$ cat src/mhpq_pkg.sv
`timescale 1ns / 1ps
package mhpq_pkg;

    localparam int CAPACITY = 1024;
    localparam int IDX_W    = $clog2(CAPACITY);
    localparam int CNT_W    = IDX_W + 1;
    localparam int CHD_W    = IDX_W + 2;
    localparam int ID_W     = 16;
    localparam int WT_W     = 32;
    localparam int CMD_W    = 3;
    localparam int ST_W     = 2;
    localparam int ENT_W    = ID_W + WT_W;

    localparam logic [CMD_W-1:0] CMD_INSERT   = 3'd0;
    localparam logic [CMD_W-1:0] CMD_EXTRACT  = 3'd1;
    localparam logic [CMD_W-1:0] CMD_DECREASE = 3'd2;
    localparam logic [CMD_W-1:0] CMD_DELETE   = 3'd3;
    localparam logic [CMD_W-1:0] CMD_PEEK     = 3'd4;

    localparam logic [ST_W-1:0] ST_OK       = 2'd0;
    localparam logic [ST_W-1:0] ST_EMPTY    = 2'd1;
    localparam logic [ST_W-1:0] ST_OVERFLOW = 2'd2;
    localparam logic [ST_W-1:0] ST_RANGE    = 2'd3;

    localparam logic [CNT_W-1:0] CAP_RESET = CNT_W'(CAPACITY);

    typedef struct packed {
        logic [ID_W-1:0]        id;
        logic signed [WT_W-1:0] wt;
    } entry_t;

    typedef enum logic [3:0] {
        S_IDLE,
        S_UP_RD,
        S_UP_CMP,
        S_ROOT_RD,
        S_ROOT,
        S_POS_RD,
        S_POS,
        S_DEL_RD,
        S_DEL_WR,
        S_LAST_RD,
        S_LAST_GET,
        S_DN_RDL,
        S_DN_RDR,
        S_DN_CMP,
        S_OUT
    } state_t;

    typedef struct packed {
        logic             we;
        logic [IDX_W-1:0] waddr;
        entry_t           wdata;
        logic [IDX_W-1:0] raddr;
    } ram_req_t;

endpackage

$ cat src/mhpq_ctrl.sv
`timescale 1ns / 1ps
module mhpq_ctrl (
    input  logic                         clk,
    input  logic                         rst_n,
    input  logic                         in_valid,
    output logic                         in_stall,
    input  logic [mhpq_pkg::CMD_W-1:0]   command,
    input  logic [mhpq_pkg::ID_W-1:0]    edge_id,
    input  logic signed [mhpq_pkg::WT_W-1:0] key_weight,
    input  logic [mhpq_pkg::IDX_W-1:0]   position,
    output logic                         out_valid,
    input  logic                         out_stall,
    output logic [mhpq_pkg::ST_W-1:0]    status,
    output logic [mhpq_pkg::ID_W-1:0]    result_id,
    output logic signed [mhpq_pkg::WT_W-1:0] result_weight,
    output logic [mhpq_pkg::CNT_W-1:0]   entry_count,
    output logic                         is_empty,
    input  logic [mhpq_pkg::CNT_W-1:0]   cap_limit,
    output mhpq_pkg::ram_req_t           ram_req,
    input  mhpq_pkg::entry_t             ram_rdata
);

    import mhpq_pkg::*;

    state_t           state_reg, state_next;
    logic [CMD_W-1:0] cmd_reg, cmd_next;
    entry_t           cur_reg, cur_next;
    entry_t           res_reg, res_next;
    entry_t           left_reg, left_next;
    logic             lsel_reg, lsel_next;
    logic             rok_reg, rok_next;
    logic [IDX_W-1:0] idx_reg, idx_next;
    logic [IDX_W-1:0] pos_reg, pos_next;
    logic [CNT_W-1:0] count_reg, count_next;
    logic [ST_W-1:0]  st_reg, st_next;
    logic             out_valid_reg;
    logic [ST_W-1:0]  out_st_reg;
    entry_t           out_res_reg;
    logic [CNT_W-1:0] out_cnt_reg;

    logic [CNT_W-1:0] limit;
    logic [IDX_W-1:0] parent;
    logic [CHD_W-1:0] lchild, rchild;
    logic             accept, out_free, l_ok, r_ok;
    logic             up_lt, pos_ge, l_lt, r_lt;
    logic signed [WT_W-1:0] best_wt;

    assign limit    = (cap_limit < CAP_RESET) ? cap_limit : CAP_RESET;
    assign accept   = in_valid && (state_reg == S_IDLE);
    assign out_free = !out_valid_reg || !out_stall;
    assign parent   = (idx_reg - IDX_W'(1)) >> 1;
    assign lchild   = {1'b0, idx_reg, 1'b1};
    assign rchild   = {1'b0, idx_reg, 1'b0} + CHD_W'(2);
    assign l_ok     = lchild < {1'b0, count_reg};
    assign r_ok     = rchild < {1'b0, count_reg};
    assign best_wt  = lsel_reg ? left_reg.wt : cur_reg.wt;
    // signed weight compares, each used in the states that need it
    assign up_lt    = cur_reg.wt < ram_rdata.wt;
    assign l_lt     = ram_rdata.wt < cur_reg.wt;
    assign r_lt     = ram_rdata.wt < best_wt;
    assign pos_ge   = {1'b0, position} >= count_reg;

    // next state
    always_comb
    begin
        state_next = state_reg;
        unique case (state_reg)
            S_IDLE:
            begin
                if (accept)
                begin
                    priority if (command == CMD_INSERT)
                        state_next = (count_reg >= limit) ? S_OUT : S_UP_RD;
                    else if (command == CMD_EXTRACT || command == CMD_PEEK)
                        state_next = (count_reg == '0) ? S_OUT : S_ROOT_RD;
                    else if (command == CMD_DECREASE || command == CMD_DELETE)
                        state_next = (count_reg == '0 || pos_ge) ? S_OUT : S_POS_RD;
                    else
                        state_next = S_OUT;
                end
            end
            S_UP_RD:    state_next = (idx_reg == '0) ? S_OUT : S_UP_CMP;
            S_UP_CMP:   state_next = up_lt ? S_UP_RD : S_OUT;
            S_ROOT_RD:  state_next = S_ROOT;
            S_ROOT:
            begin
                if (cmd_reg == CMD_PEEK || count_reg == CNT_W'(1))
                    state_next = S_OUT;
                else
                    state_next = S_LAST_RD;
            end
            S_POS_RD:   state_next = S_POS;
            S_POS:
            begin
                if (cmd_reg == CMD_DELETE)
                    state_next = S_DEL_RD;
                else
                    state_next = l_lt ? S_OUT : S_UP_RD;
            end
            S_DEL_RD:
            begin
                if (idx_reg != '0)
                    state_next = S_DEL_WR;
                else
                    state_next = (count_reg == CNT_W'(1)) ? S_OUT : S_LAST_RD;
            end
            S_DEL_WR:   state_next = S_DEL_RD;
            S_LAST_RD:  state_next = S_LAST_GET;
            S_LAST_GET: state_next = S_DN_RDL;
            S_DN_RDL:   state_next = l_ok ? S_DN_RDR : S_OUT;
            S_DN_RDR:   state_next = S_DN_CMP;
            S_DN_CMP:
            begin
                if ((rok_reg && r_lt) || lsel_reg)
                    state_next = S_DN_RDL;
                else
                    state_next = S_OUT;
            end
            S_OUT:      state_next = out_free ? S_IDLE : S_OUT;
            default:    state_next = S_IDLE;
        endcase
    end

    // datapath and memory port
    always_comb
    begin
        cmd_next   = cmd_reg;
        cur_next   = cur_reg;
        res_next   = res_reg;
        left_next  = left_reg;
        lsel_next  = lsel_reg;
        rok_next   = rok_reg;
        idx_next   = idx_reg;
        pos_next   = pos_reg;
        count_next = count_reg;
        st_next    = st_reg;
        ram_req    = '0;
        unique case (state_reg)
            S_IDLE:
            begin
                if (accept)
                begin
                    cmd_next    = command;
                    cur_next.id = edge_id;
                    cur_next.wt = key_weight;
                    pos_next    = position;
                    res_next    = '0;
                    st_next     = ST_OK;
                    priority if (command == CMD_INSERT)
                    begin
                        if (count_reg >= limit)
                            st_next = ST_OVERFLOW;
                        else
                        begin
                            idx_next   = count_reg[IDX_W-1:0];
                            count_next = count_reg + CNT_W'(1);
                        end
                    end
                    else if (command == CMD_EXTRACT || command == CMD_PEEK ||
                             command == CMD_DECREASE || command == CMD_DELETE)
                    begin
                        if (count_reg == '0)
                            st_next = ST_EMPTY;
                        else if ((command == CMD_DECREASE || command == CMD_DELETE) && pos_ge)
                            st_next = ST_RANGE;
                    end
                    else
                        st_next = ST_OK;
                end
            end
            S_UP_RD:
            begin
                if (idx_reg == '0)
                begin
                    ram_req.we    = 1'b1;
                    ram_req.waddr = idx_reg;
                    ram_req.wdata = cur_reg;
                end
                ram_req.raddr = parent;
            end
            S_UP_CMP:
            begin
                ram_req.we    = 1'b1;
                ram_req.waddr = idx_reg;
                if (up_lt)
                begin
                    ram_req.wdata = ram_rdata;
                    idx_next      = parent;
                end
                else
                    ram_req.wdata = cur_reg;
            end
            S_ROOT_RD:  ram_req.raddr = '0;
            S_ROOT:
            begin
                res_next = ram_rdata;
                if (cmd_reg != CMD_PEEK)
                    count_next = count_reg - CNT_W'(1);
            end
            S_POS_RD:   ram_req.raddr = pos_reg;
            S_POS:
            begin
                idx_next = pos_reg;
                if (cmd_reg == CMD_DELETE)
                    res_next = ram_rdata;
                else
                    cur_next.id = ram_rdata.id;
            end
            S_DEL_RD:
            begin
                ram_req.raddr = parent;
                if (idx_reg == '0)
                    count_next = count_reg - CNT_W'(1);
            end
            S_DEL_WR:
            begin
                // ancestors slide down one level toward the deleted slot
                ram_req.we    = 1'b1;
                ram_req.waddr = idx_reg;
                ram_req.wdata = ram_rdata;
                idx_next      = parent;
            end
            S_LAST_RD:  ram_req.raddr = count_reg[IDX_W-1:0];
            S_LAST_GET:
            begin
                cur_next = ram_rdata;
                idx_next = '0;
            end
            S_DN_RDL:
            begin
                ram_req.raddr = lchild[IDX_W-1:0];
                if (!l_ok)
                begin
                    ram_req.we    = 1'b1;
                    ram_req.waddr = idx_reg;
                    ram_req.wdata = cur_reg;
                end
            end
            S_DN_RDR:
            begin
                ram_req.raddr = rchild[IDX_W-1:0];
                left_next     = ram_rdata;
                lsel_next     = l_lt;
                rok_next      = r_ok;
            end
            S_DN_CMP:
            begin
                ram_req.we    = 1'b1;
                ram_req.waddr = idx_reg;
                priority if (rok_reg && r_lt)
                begin
                    ram_req.wdata = ram_rdata;
                    idx_next      = rchild[IDX_W-1:0];
                end
                else if (lsel_reg)
                begin
                    ram_req.wdata = left_reg;
                    idx_next      = lchild[IDX_W-1:0];
                end
                else
                    ram_req.wdata = cur_reg;
            end
            S_OUT:      ram_req = '0;
            default:    ram_req = '0;
        endcase
    end

    always_ff @(posedge clk or negedge rst_n)
    begin
        if (!rst_n)
        begin
            state_reg     <= S_IDLE;
            count_reg     <= '0;
            out_valid_reg <= 1'b0;
        end
        else
        begin
            state_reg <= state_next;
            count_reg <= count_next;
            if (state_reg == S_OUT && out_free)
                out_valid_reg <= 1'b1;
            else if (!out_stall)
                out_valid_reg <= 1'b0;
        end
    end

    always_ff @(posedge clk)
    begin
        cmd_reg  <= cmd_next;
        cur_reg  <= cur_next;
        res_reg  <= res_next;
        left_reg <= left_next;
        lsel_reg <= lsel_next;
        rok_reg  <= rok_next;
        idx_reg  <= idx_next;
        pos_reg  <= pos_next;
        st_reg   <= st_next;
        if (state_reg == S_OUT && out_free)
        begin
            out_st_reg  <= st_reg;
            out_res_reg <= res_reg;
            out_cnt_reg <= count_reg;
        end
    end

    assign in_stall      = (state_reg != S_IDLE);
    assign out_valid     = out_valid_reg;
    assign status        = out_st_reg;
    assign result_id     = out_res_reg.id;
    assign result_weight = out_res_reg.wt;
    assign entry_count   = out_cnt_reg;
    assign is_empty      = (out_cnt_reg == '0);

    a_count_cap: assert property (@(posedge clk) disable iff (!rst_n)
        count_reg <= CNT_W'(CAPACITY))
        else $error("entry count above capacity");

    a_write_in_heap: assert property (@(posedge clk) disable iff (!rst_n)
        ram_req.we |-> ({1'b0, ram_req.waddr} < count_reg))
        else $error("heap write outside held entries");

    a_result_from_out: assert property (@(posedge clk) disable iff (!rst_n)
        $rose(out_valid_reg) |-> $past(state_reg == S_OUT))
        else $error("result raised outside output state");

endmodule

$ cat config.mk
export PLATFORM = sky130hd
export DESIGN_NAME = mhpq_ctrl
export DESIGN_NICKNAME = d
export VERILOG_FILES = /design/src/mhpq_pkg.sv /design/src/mhpq_ctrl.sv
export SDC_FILE = /design/constraint.sdc
export NUM_CORES = 1
export LEC_CHECK = 0
export BUFFER_PORTS_ARGS = -buffer_cell sky130_fd_sc_hd__buf_2
export CAP_MARGIN = 20
export CORE_MARGIN = 2
export CORE_UTILIZATION = 40
export DETAILED_ROUTE_END_ITERATION = 8
export SLEW_MARGIN = 0
export SYNTH_ARGS = -nofsm -noshare
export SYNTH_HDL_FRONTEND = slang
export SYNTH_SLANG_ARGS = --single-unit
export TNS_END_PERCENT = 100
$ cat constraint.sdc
create_clock -name clk -period 10.6 [get_ports clk]
set_input_delay 1.06 -clock clk [delete_from_list [all_inputs] [get_ports clk]]
set_output_delay 1.06 -clock clk [all_outputs]
set_load 0.01 [all_outputs]
==> metrics.txt, run 1 <==
status complete, no violations; M1 WL 18.48 mm; die area ~37000 sq um; post-cts sizing count 0; initial antenna violation count 1; most used cell, CP buf_4; clock tree buffer depth 3; fin worst setup slack around 4.2 ns; CTS Sinks 248; CTS tree built; Crit path largest cell delay between 0.5 and 0.6 ns; DP Worst Slack 4.599 ns; crit path launch type flip-flop; Final Skew 0.01782 ns; CP max stage cell or4_4; Setup TNS Final 0 ns; postcts setup bufs 0; crit path max fanout 33; RePlAce Congestion approximately 0.9; Root Buffer clkbuf_16; post-synth cell types 72; Crit Path Category flip-flop to output pin; FFs w/ async S/R, synth 6.452%; HP Class flip-flop to flip-flop; commonest non-fill, non-tap cells in the layout buf_2, edfxtp_1, ha_1; Yosys warning count 0; largest net degree at the start of global routing 62; fmax 0.1560 GHz; Post-Route WL a little over 40 mm; flops & latches, synth 248; Core ar. 34710 sq um; crit path DAT 5.35 ns; Top Layer Used met5; ANT nets after route 0; initial core utilization 40.83%; CTS Buf Count 27; final setup fails 0; Synth Instances about 1200; vias in the first global route 10650; Max Slew Vio Count 0; Avg Inst Size Synth 11.59 sq um; endpoints failing hold 0; first-pass GRT wire length 62.18 mm; worst-skew pair later-pin latency ~0.56 ns; PwrDens between 200 and 300 nW/um^2; Post-route DRC 0; CP top delay family simple AND/OR/NAND/NOR gates; commonest non-fill, non-tap cell in the layout buf_2; ANT cells 0; CP Buf/Inv Count 3; Worst-path clk slew around 0.06 ns; Mapped Nets 1456; DP Wirelength 29.62 mm; Max IR drop VDD 0.0001201 V; global route total overflow 0; DR vias/cell 5.637; routed wl met3 2.625 mm; worst-margin pin slew 1.092 ns; synth-to-layout area growth 18.92%; fin crit period 6.412 ns; RSZ-0062 raised after global routing no; CP cell instances buf_4, mux2i_1, ha_1, nand4_4, or4_4, or4_1, o22ai_2, o21ai_2, nand2b_2, buf_4, nor2_1, a221o_1, buf_2; Pre-antenna DRT Iters 5; I/O pin total 257; routed wl met2 19.67 mm; max_cap viols 0; CP endpoint kind output pin; dominant synthesized flop cell edfxtp_1; IO Port Bufs 256; die width a little under 200 um; Std-Cell Rows 68; Routed wire per std cell ~21 um; Total GRT Usage 22.01%; Rel. slew slack 26.91%; post-route clock period utilization 60.49%; share of cells above drive strength 1 between 20% and 30%; DRT iter0 DRCs 847; hold buffers post-CTS 0; final net count ~1700; EDFF count, synth ~230; Max H-tree Level 1; CP required 9.54 ns; netlist area before placement ~14000 sq um; vias 10900; leakage 6.933 nW; die height 192.2 um; post-synthesis sequential area ratio around 52%; Final Util 48.55%
## where the power goes
| group | total [mW] | internal [mW] | switching [mW] |
|---|---|---|---|
| clock network | 0.994 | 0.591 | 0.403 |
| logic | 1.93 | 0.755 | 1.17 |
| registers | 1.71 | 1.46 | 0.252 |
| total | 4.63 | 2.80 | 1.82 |
## stage by stage
step / instance area, sq um / std cells / hold WS [ns] / power [mW]
5_1_grt: 16850 / 1933 / 0.4214 / 4.918
3_5_place_dp: 15910 / 1884 / 0.4045 / 3.628
6_report: 16850 / 1933 / 0.4133 / 4.627
4_1_cts: 16830 / 1932 / 0.4136 / 4.635
2_1_floorplan: 14170 / 1223 / 0.4003 / 2.945
3_3_place_gp: 15910 / 1884 / 0.4007 / 3.589
## area by class of cell
class                   count  area (sq um)
fillers                  3220         17860
flip-flops and latches    248          7367
multi-input cells         847          6339
repair buffers            272          1421
clock buffers              30         686.9
well taps                 455         569.3
inverters                  63         236.5
clock inverters            18         235.2
## synthesized netlist by cell type, drive strengths merged, types with 8 or more instances
library cell  number  area, sq um
a221oi             9        78.83
buf               12        85.08
a221o             48        480.5
edfxtp           232         6967
mux2              51        574.3
nand4             19        133.9
clkbuf            53        198.9
nor3              13        65.06
nor4              11        68.82
and3               8        50.05
inv               61        229.0
mux2i             52        520.5
and2              49        306.5
nand2b            13        81.33
nor2             109        409.1
dfrtp             16        400.4
a31oi             10        62.56
nand3             25        125.1
ha               109         1364
a21oi             54        270.3
o21ai             48        244.0
a211oi             9        67.56
nand2             75        291.5
xnor2             22        192.7
nor2b             15        93.84
## cell families (layout without fill, tap and decap cells)
kind of cell    count (synthesis)  in the layout  share of synthesized area [%]
buf+inv                       128            383                          3.672
fa+ha+maj                     109            109                          9.622
flops                         248            248                          51.98
simple gates                  362            362                          12.84
compound gates                244            244                          12.38
xor+xnor                       29             29                          1.792
mux                           103            103                          7.724
## path summary, 6_finish.rpt
| path | slack, ns | endpoint | from | cells after the start |
|---|---|---|---|---|
| worst max-delay path | 4.19 | ram_req[40] | lsel_reg | 13 |
| worst min-delay path | 0.41 | result_weight[24] | res_reg[24] | 0 |
| worst max register to register | 5.58 | idx_reg[4] | lsel_reg | 11 |
| worst min register to register | 0.41 | result_weight[24] | res_reg[24] | 0 |
| max in group asynchronous | 9.86 | count_reg[5] | rst_n | 1 |
| min in group asynchronous | 0.44 | state_reg[0] | rst_n | 1 |
## metal layers
metal	vias to the layer above	track usage, %
li1	5102	-
met1	5330	29.94
met2	407	37.24
met3	55	3.234
met4	2	4.786
met5	-	0
No activity file was read; power rests on OpenSTA's default activity.
==> inputs of run 2 (changes only) <==
--- a/config.mk
+++ b/config.mk
@@ -5,6 +5,7 @@
 export SDC_FILE = /design/constraint.sdc
 export NUM_CORES = 1
 export LEC_CHECK = 0
+export ABC_AREA = 1
 export BUFFER_PORTS_ARGS = -buffer_cell sky130_fd_sc_hd__buf_2
 export CAP_MARGIN = 20
 export CORE_MARGIN = 2
==> constraint.sdc (replaced) <==
create_clock -name clk -period 6.1 [get_ports clk]
set_input_delay 0.61 -clock clk [delete_from_list [all_inputs] [get_ports clk]]
set_output_delay 0.61 -clock clk [all_outputs]
set_load 0.01 [all_outputs]
==> run 2 against run 1 <==
Effect of this change:
- area after synthesis grew 6.2%
- sequential share of layout area down 2.7 points
- register-to-register slack worse by 3.7 ns
- sequential cell count unchanged
- final cell count grew 29%
- non-clock buffer count grew 3
- via count rose by 20%
- global-route usage increased by 1.1 points
- highest routed layer unchanged
==> metrics.txt, run 2 <==
status complete, no violations (unchanged); I/O pin total 257 (unchanged); worst-skew pair later-pin latency 0.57 ns (was 0.56 ns); Mapped Nets 1953 (was 1456); WHS 0.2459 ns (was 0.4133 ns); CP required 5.49 ns (was 9.54 ns); leakage 8.368 nW (was 6.933 nW); commonest non-fill, non-tap cell in the layout nand2_1 (was buf_2); dominant synthesized flop cell edfxtp_1 (unchanged); Setup TNS Final 0 ns (unchanged); Std-Cell Rows 71 (was 68); most used cell, CP nand2_1 (was buf_4); post-synthesis sequential area ratio 48.93% (was 51.98%); final setup fails 0 (unchanged); sequential power share 34.3% (was 36.9%); Yosys warning count 0 (unchanged); die area 39210 sq um (was 36960 sq um); initial core utilization 40.26% (was 40.83%); Max H-tree Level 1 (unchanged); Crit Path Category flip-flop to output pin (unchanged); Rel. slew slack 35.88% (was 26.91%); max_cap viols 0 (unchanged); vias in the first global route 12580 (was 10650); worst-margin pin slew 0.9595 ns (was 1.092 ns); Post-route DRC 0 (unchanged); Routed wire per std cell 18.44 um (was 21.46 um); Post-Route WL 45.98 mm (was 41.49 mm); FFs w/ async S/R, synth 6.452% (unchanged); clock share of power 22.4% (was 21.5%); synth-to-layout area growth 19.28% (was 18.92%); Core ar. 37400 sq um (was 34710 sq um); largest net degree at the start of global routing 66 (was 62); Final Util 48.02% (was 48.55%); Int Pwr 5.012 mW (was 2.802 mW); first-pass GRT wire length 70.19 mm (was 62.18 mm); flops & latches, synth 248 (unchanged); post-route clock period utilization 84.84%; Comb pwr share 43.2% (was 41.6%); DRT iter0 DRCs 850 (was 847); RSZ-0062 raised after global routing no (unchanged); Synth Instances 1720 (was 1223); commonest non-fill, non-tap cells in the layout nand2_1, buf_2, edfxtp_1 (was buf_2, edfxtp_1, ha_1); fmax 0.1932 GHz; clock tree buffer depth 3 (unchanged); area leader, netlist edfxtp_1 (unchanged); Crit path largest cell delay 0.61 ns (was 0.57 ns); crit path DAT 4.57 ns (was 5.35 ns); die width 198.0 um (was 192.2 um); Max IR drop VDD 0.0003139 V (was 0.0001201 V); Synth top area share 46.27% (was 49.15%); ANT nets after route 0 (unchanged); Total GRT Usage 23.12% (was 22.01%); DP Wirelength 33.06 mm (was 29.62 mm); CTS tree built (unchanged); Synth top cells by count nand2_1, edfxtp_1, inv_1, nor2_1, o21ai_0 (was edfxtp_1, ha_1, nor2_1, nand2_1, inv_1); Final Skew 0.02005 ns (was 0.01782 ns); RePlAce Congestion 0.9500 (was 0.8916); Root Buffer clkbuf_16 (unchanged); CP cell instances inv_2, or2_2, o21ai_0, ha_1, a21oi_1, nor2_1, a211oi_1, nand2_1, nand2_1, nand2_1, nand2_1, nand2_1, nand2_2, nand3_2, buf_12, nand2_1, nand2_1, nand2_1, nand2_1, buf_2 (was buf_4, mux2i_1, ha_1, nand4_4, or4_4, or4_1, o22ai_2, o21ai_2, nand2b_2, buf_4, nor2_1, a221o_1, buf_2); crit path max fanout 49 (was 33); DR vias/cell 5.232 (was 5.637); fin crit period 5.175 ns; postcts setup bufs 0 (unchanged); endpoints failing hold 0 (unchanged); vias 13050 (was 10900); crit path launch type flip-flop (unchanged); Pre-antenna DRT Iters 5 (unchanged); Sw Pwr 3.645 mW (was 1.825 mW); Sw Ratio 42.11% (was 39.44%); EDFF count, synth 232 (unchanged); Max Slew Vio Count 0 (unchanged); post-synth cell types 49 (was 72); CTS Buf Count 29 (was 27); HP Class input pin to flip-flop (was flip-flop to flip-flop); CP endpoint kind output pin (unchanged); largest cells by area after synthesis edfxtp_1, nand2_1, ha_1 (was edfxtp_1, ha_1, mux2_2); PwrDens 482.1 nW/um^2 (was 274.5 nW/um^2); share of cells above drive strength 1 19.83% (was 26.12%); initial antenna violation count 2 (was 1); CTS Sinks 248 (unchanged); global route total overflow 0 (unchanged); Worst-path clk slew 0.06 ns (about the same); IO Port Bufs 256 (unchanged); Tot Pwr 8.657 mW (was 4.627 mW); netlist area before placement 15060 sq um (was 14170 sq um); count leader, synth nand2_1 (was edfxtp_1); Avg Inst Size Synth 8.753 sq um (was 11.59 sq um); final net count 2192 (was 1692); fillcell total 3629 (was 3220); CP max stage cell inv_2 (was or4_4); die height 198.0 um (was 192.2 um)
-- run 2: cell types whose count changed after synthesis, moves of 50 or more --
cell and delta:
inv_1 +146, mux2_2 -51, mux2i_1 -52, nand2_1 +394, nand4_1 +50, o21ai_0 +72
-- run 2: worst paths after layout --
kind	from	slack [ns]	cells after the start	to
hold / removal	position[8]	0.25	1	pos_reg[8]
setup / recovery	lsel_reg	0.92	20	ram_req[14]
min in group asynchronous	rst_n	0.51	2	count_reg[8]
max in group asynchronous	rst_n	5.30	2	count_reg[3]
hold reg to reg	res_reg[3]	0.41	0	result_weight[3]
setup reg to reg	lsel_reg	1.87	17	idx_reg[5]
-- run 2: final cells by class --
class / instances / area (sq um) / share of cell area [%]
timing repair buffer: 275 / 1454 / 8.096
multi-input combinational: 1187 / 6623 / 36.88
clock inverter: 23 / 321.6 / 1.791
tap: 511 / 639.4 / 3.560
clock buffer: 31 / 733.2 / 4.083
sequential: 248 / 7367 / 41.02
antenna: 1 / 2.502 / 0.01393
inverter: 218 / 818.3 / 4.557
-- run 2: worst max-delay path, delay by kind of cell, from the launching register on --
| kind | cells | cell delay (ns) |
|---|---|---|
| DFF | 1 | 0.39 |
| adders and majority gates | 1 | 0.33 |
| AOI/OAI and AO/OA | 3 | 0.44 |
| buffers and inverters | 3 | 1.19 |
| and+or+nand+nor | 13 | 1.56 |
-- run 2: power groups by stage --
stage	sequential (mW)	clock (mW)	combinational, mW
after global placement	2.99	0	3.68
after floorplan	2.90	0	2.44
after detailed placement	3.00	0	3.71
after CTS	2.97	1.98	3.73
final	2.97	1.94	3.74
after global routing	3.02	2.06	4.18
-- run 2: routing by layer --
layer	vias to the layer above	GRT usage (%)	part of all wire (%)
li1	6355	-	-
met1	6171	31.18	44
met2	447	38.51	47
met3	73	3.883	6.7
met4	2	6.266	2.7
met5	-	0	0.026
-- run 2: stage by stage --
| step | std cells | setup slack (ns) | cell area, sq um |
|---|---|---|---|
| 6_report | 2494 | 0.9249 | 17960 |
| 5_1_grt | 2493 | 0.4900 | 17960 |
| 4_1_cts | 2491 | 0.8796 | 17930 |
| 3_5_place_dp | 2436 | 1.501 | 16860 |
| 3_3_place_gp | 2436 | 1.549 | 16860 |
| 2_1_floorplan | 1720 | 0.9989 | 15060 |
-- run 2: cell families (layout without fill, tap and decap cells) --
| logic type | count (synthesis) | after routing | share of synthesized area (%) |
|---|---|---|---|
| compound gates | 265 | 265 | 10.43 |
| other cells | 0 | 1 | 0 |
| buf+inv | 285 | 547 | 7.471 |
| simple gates | 790 | 790 | 22.77 |
| flops | 248 | 248 | 48.93 |
| xor+xnor | 23 | 23 | 1.338 |
| fa+ha+maj | 109 | 109 | 9.058 |
-- run 2: what timing repair did --
action,in CTS,in global routing
resized for setup,0,0
endpoints found under the hold margin,16,0
hold buffers,1,0
setup endpoints to repair,0,0
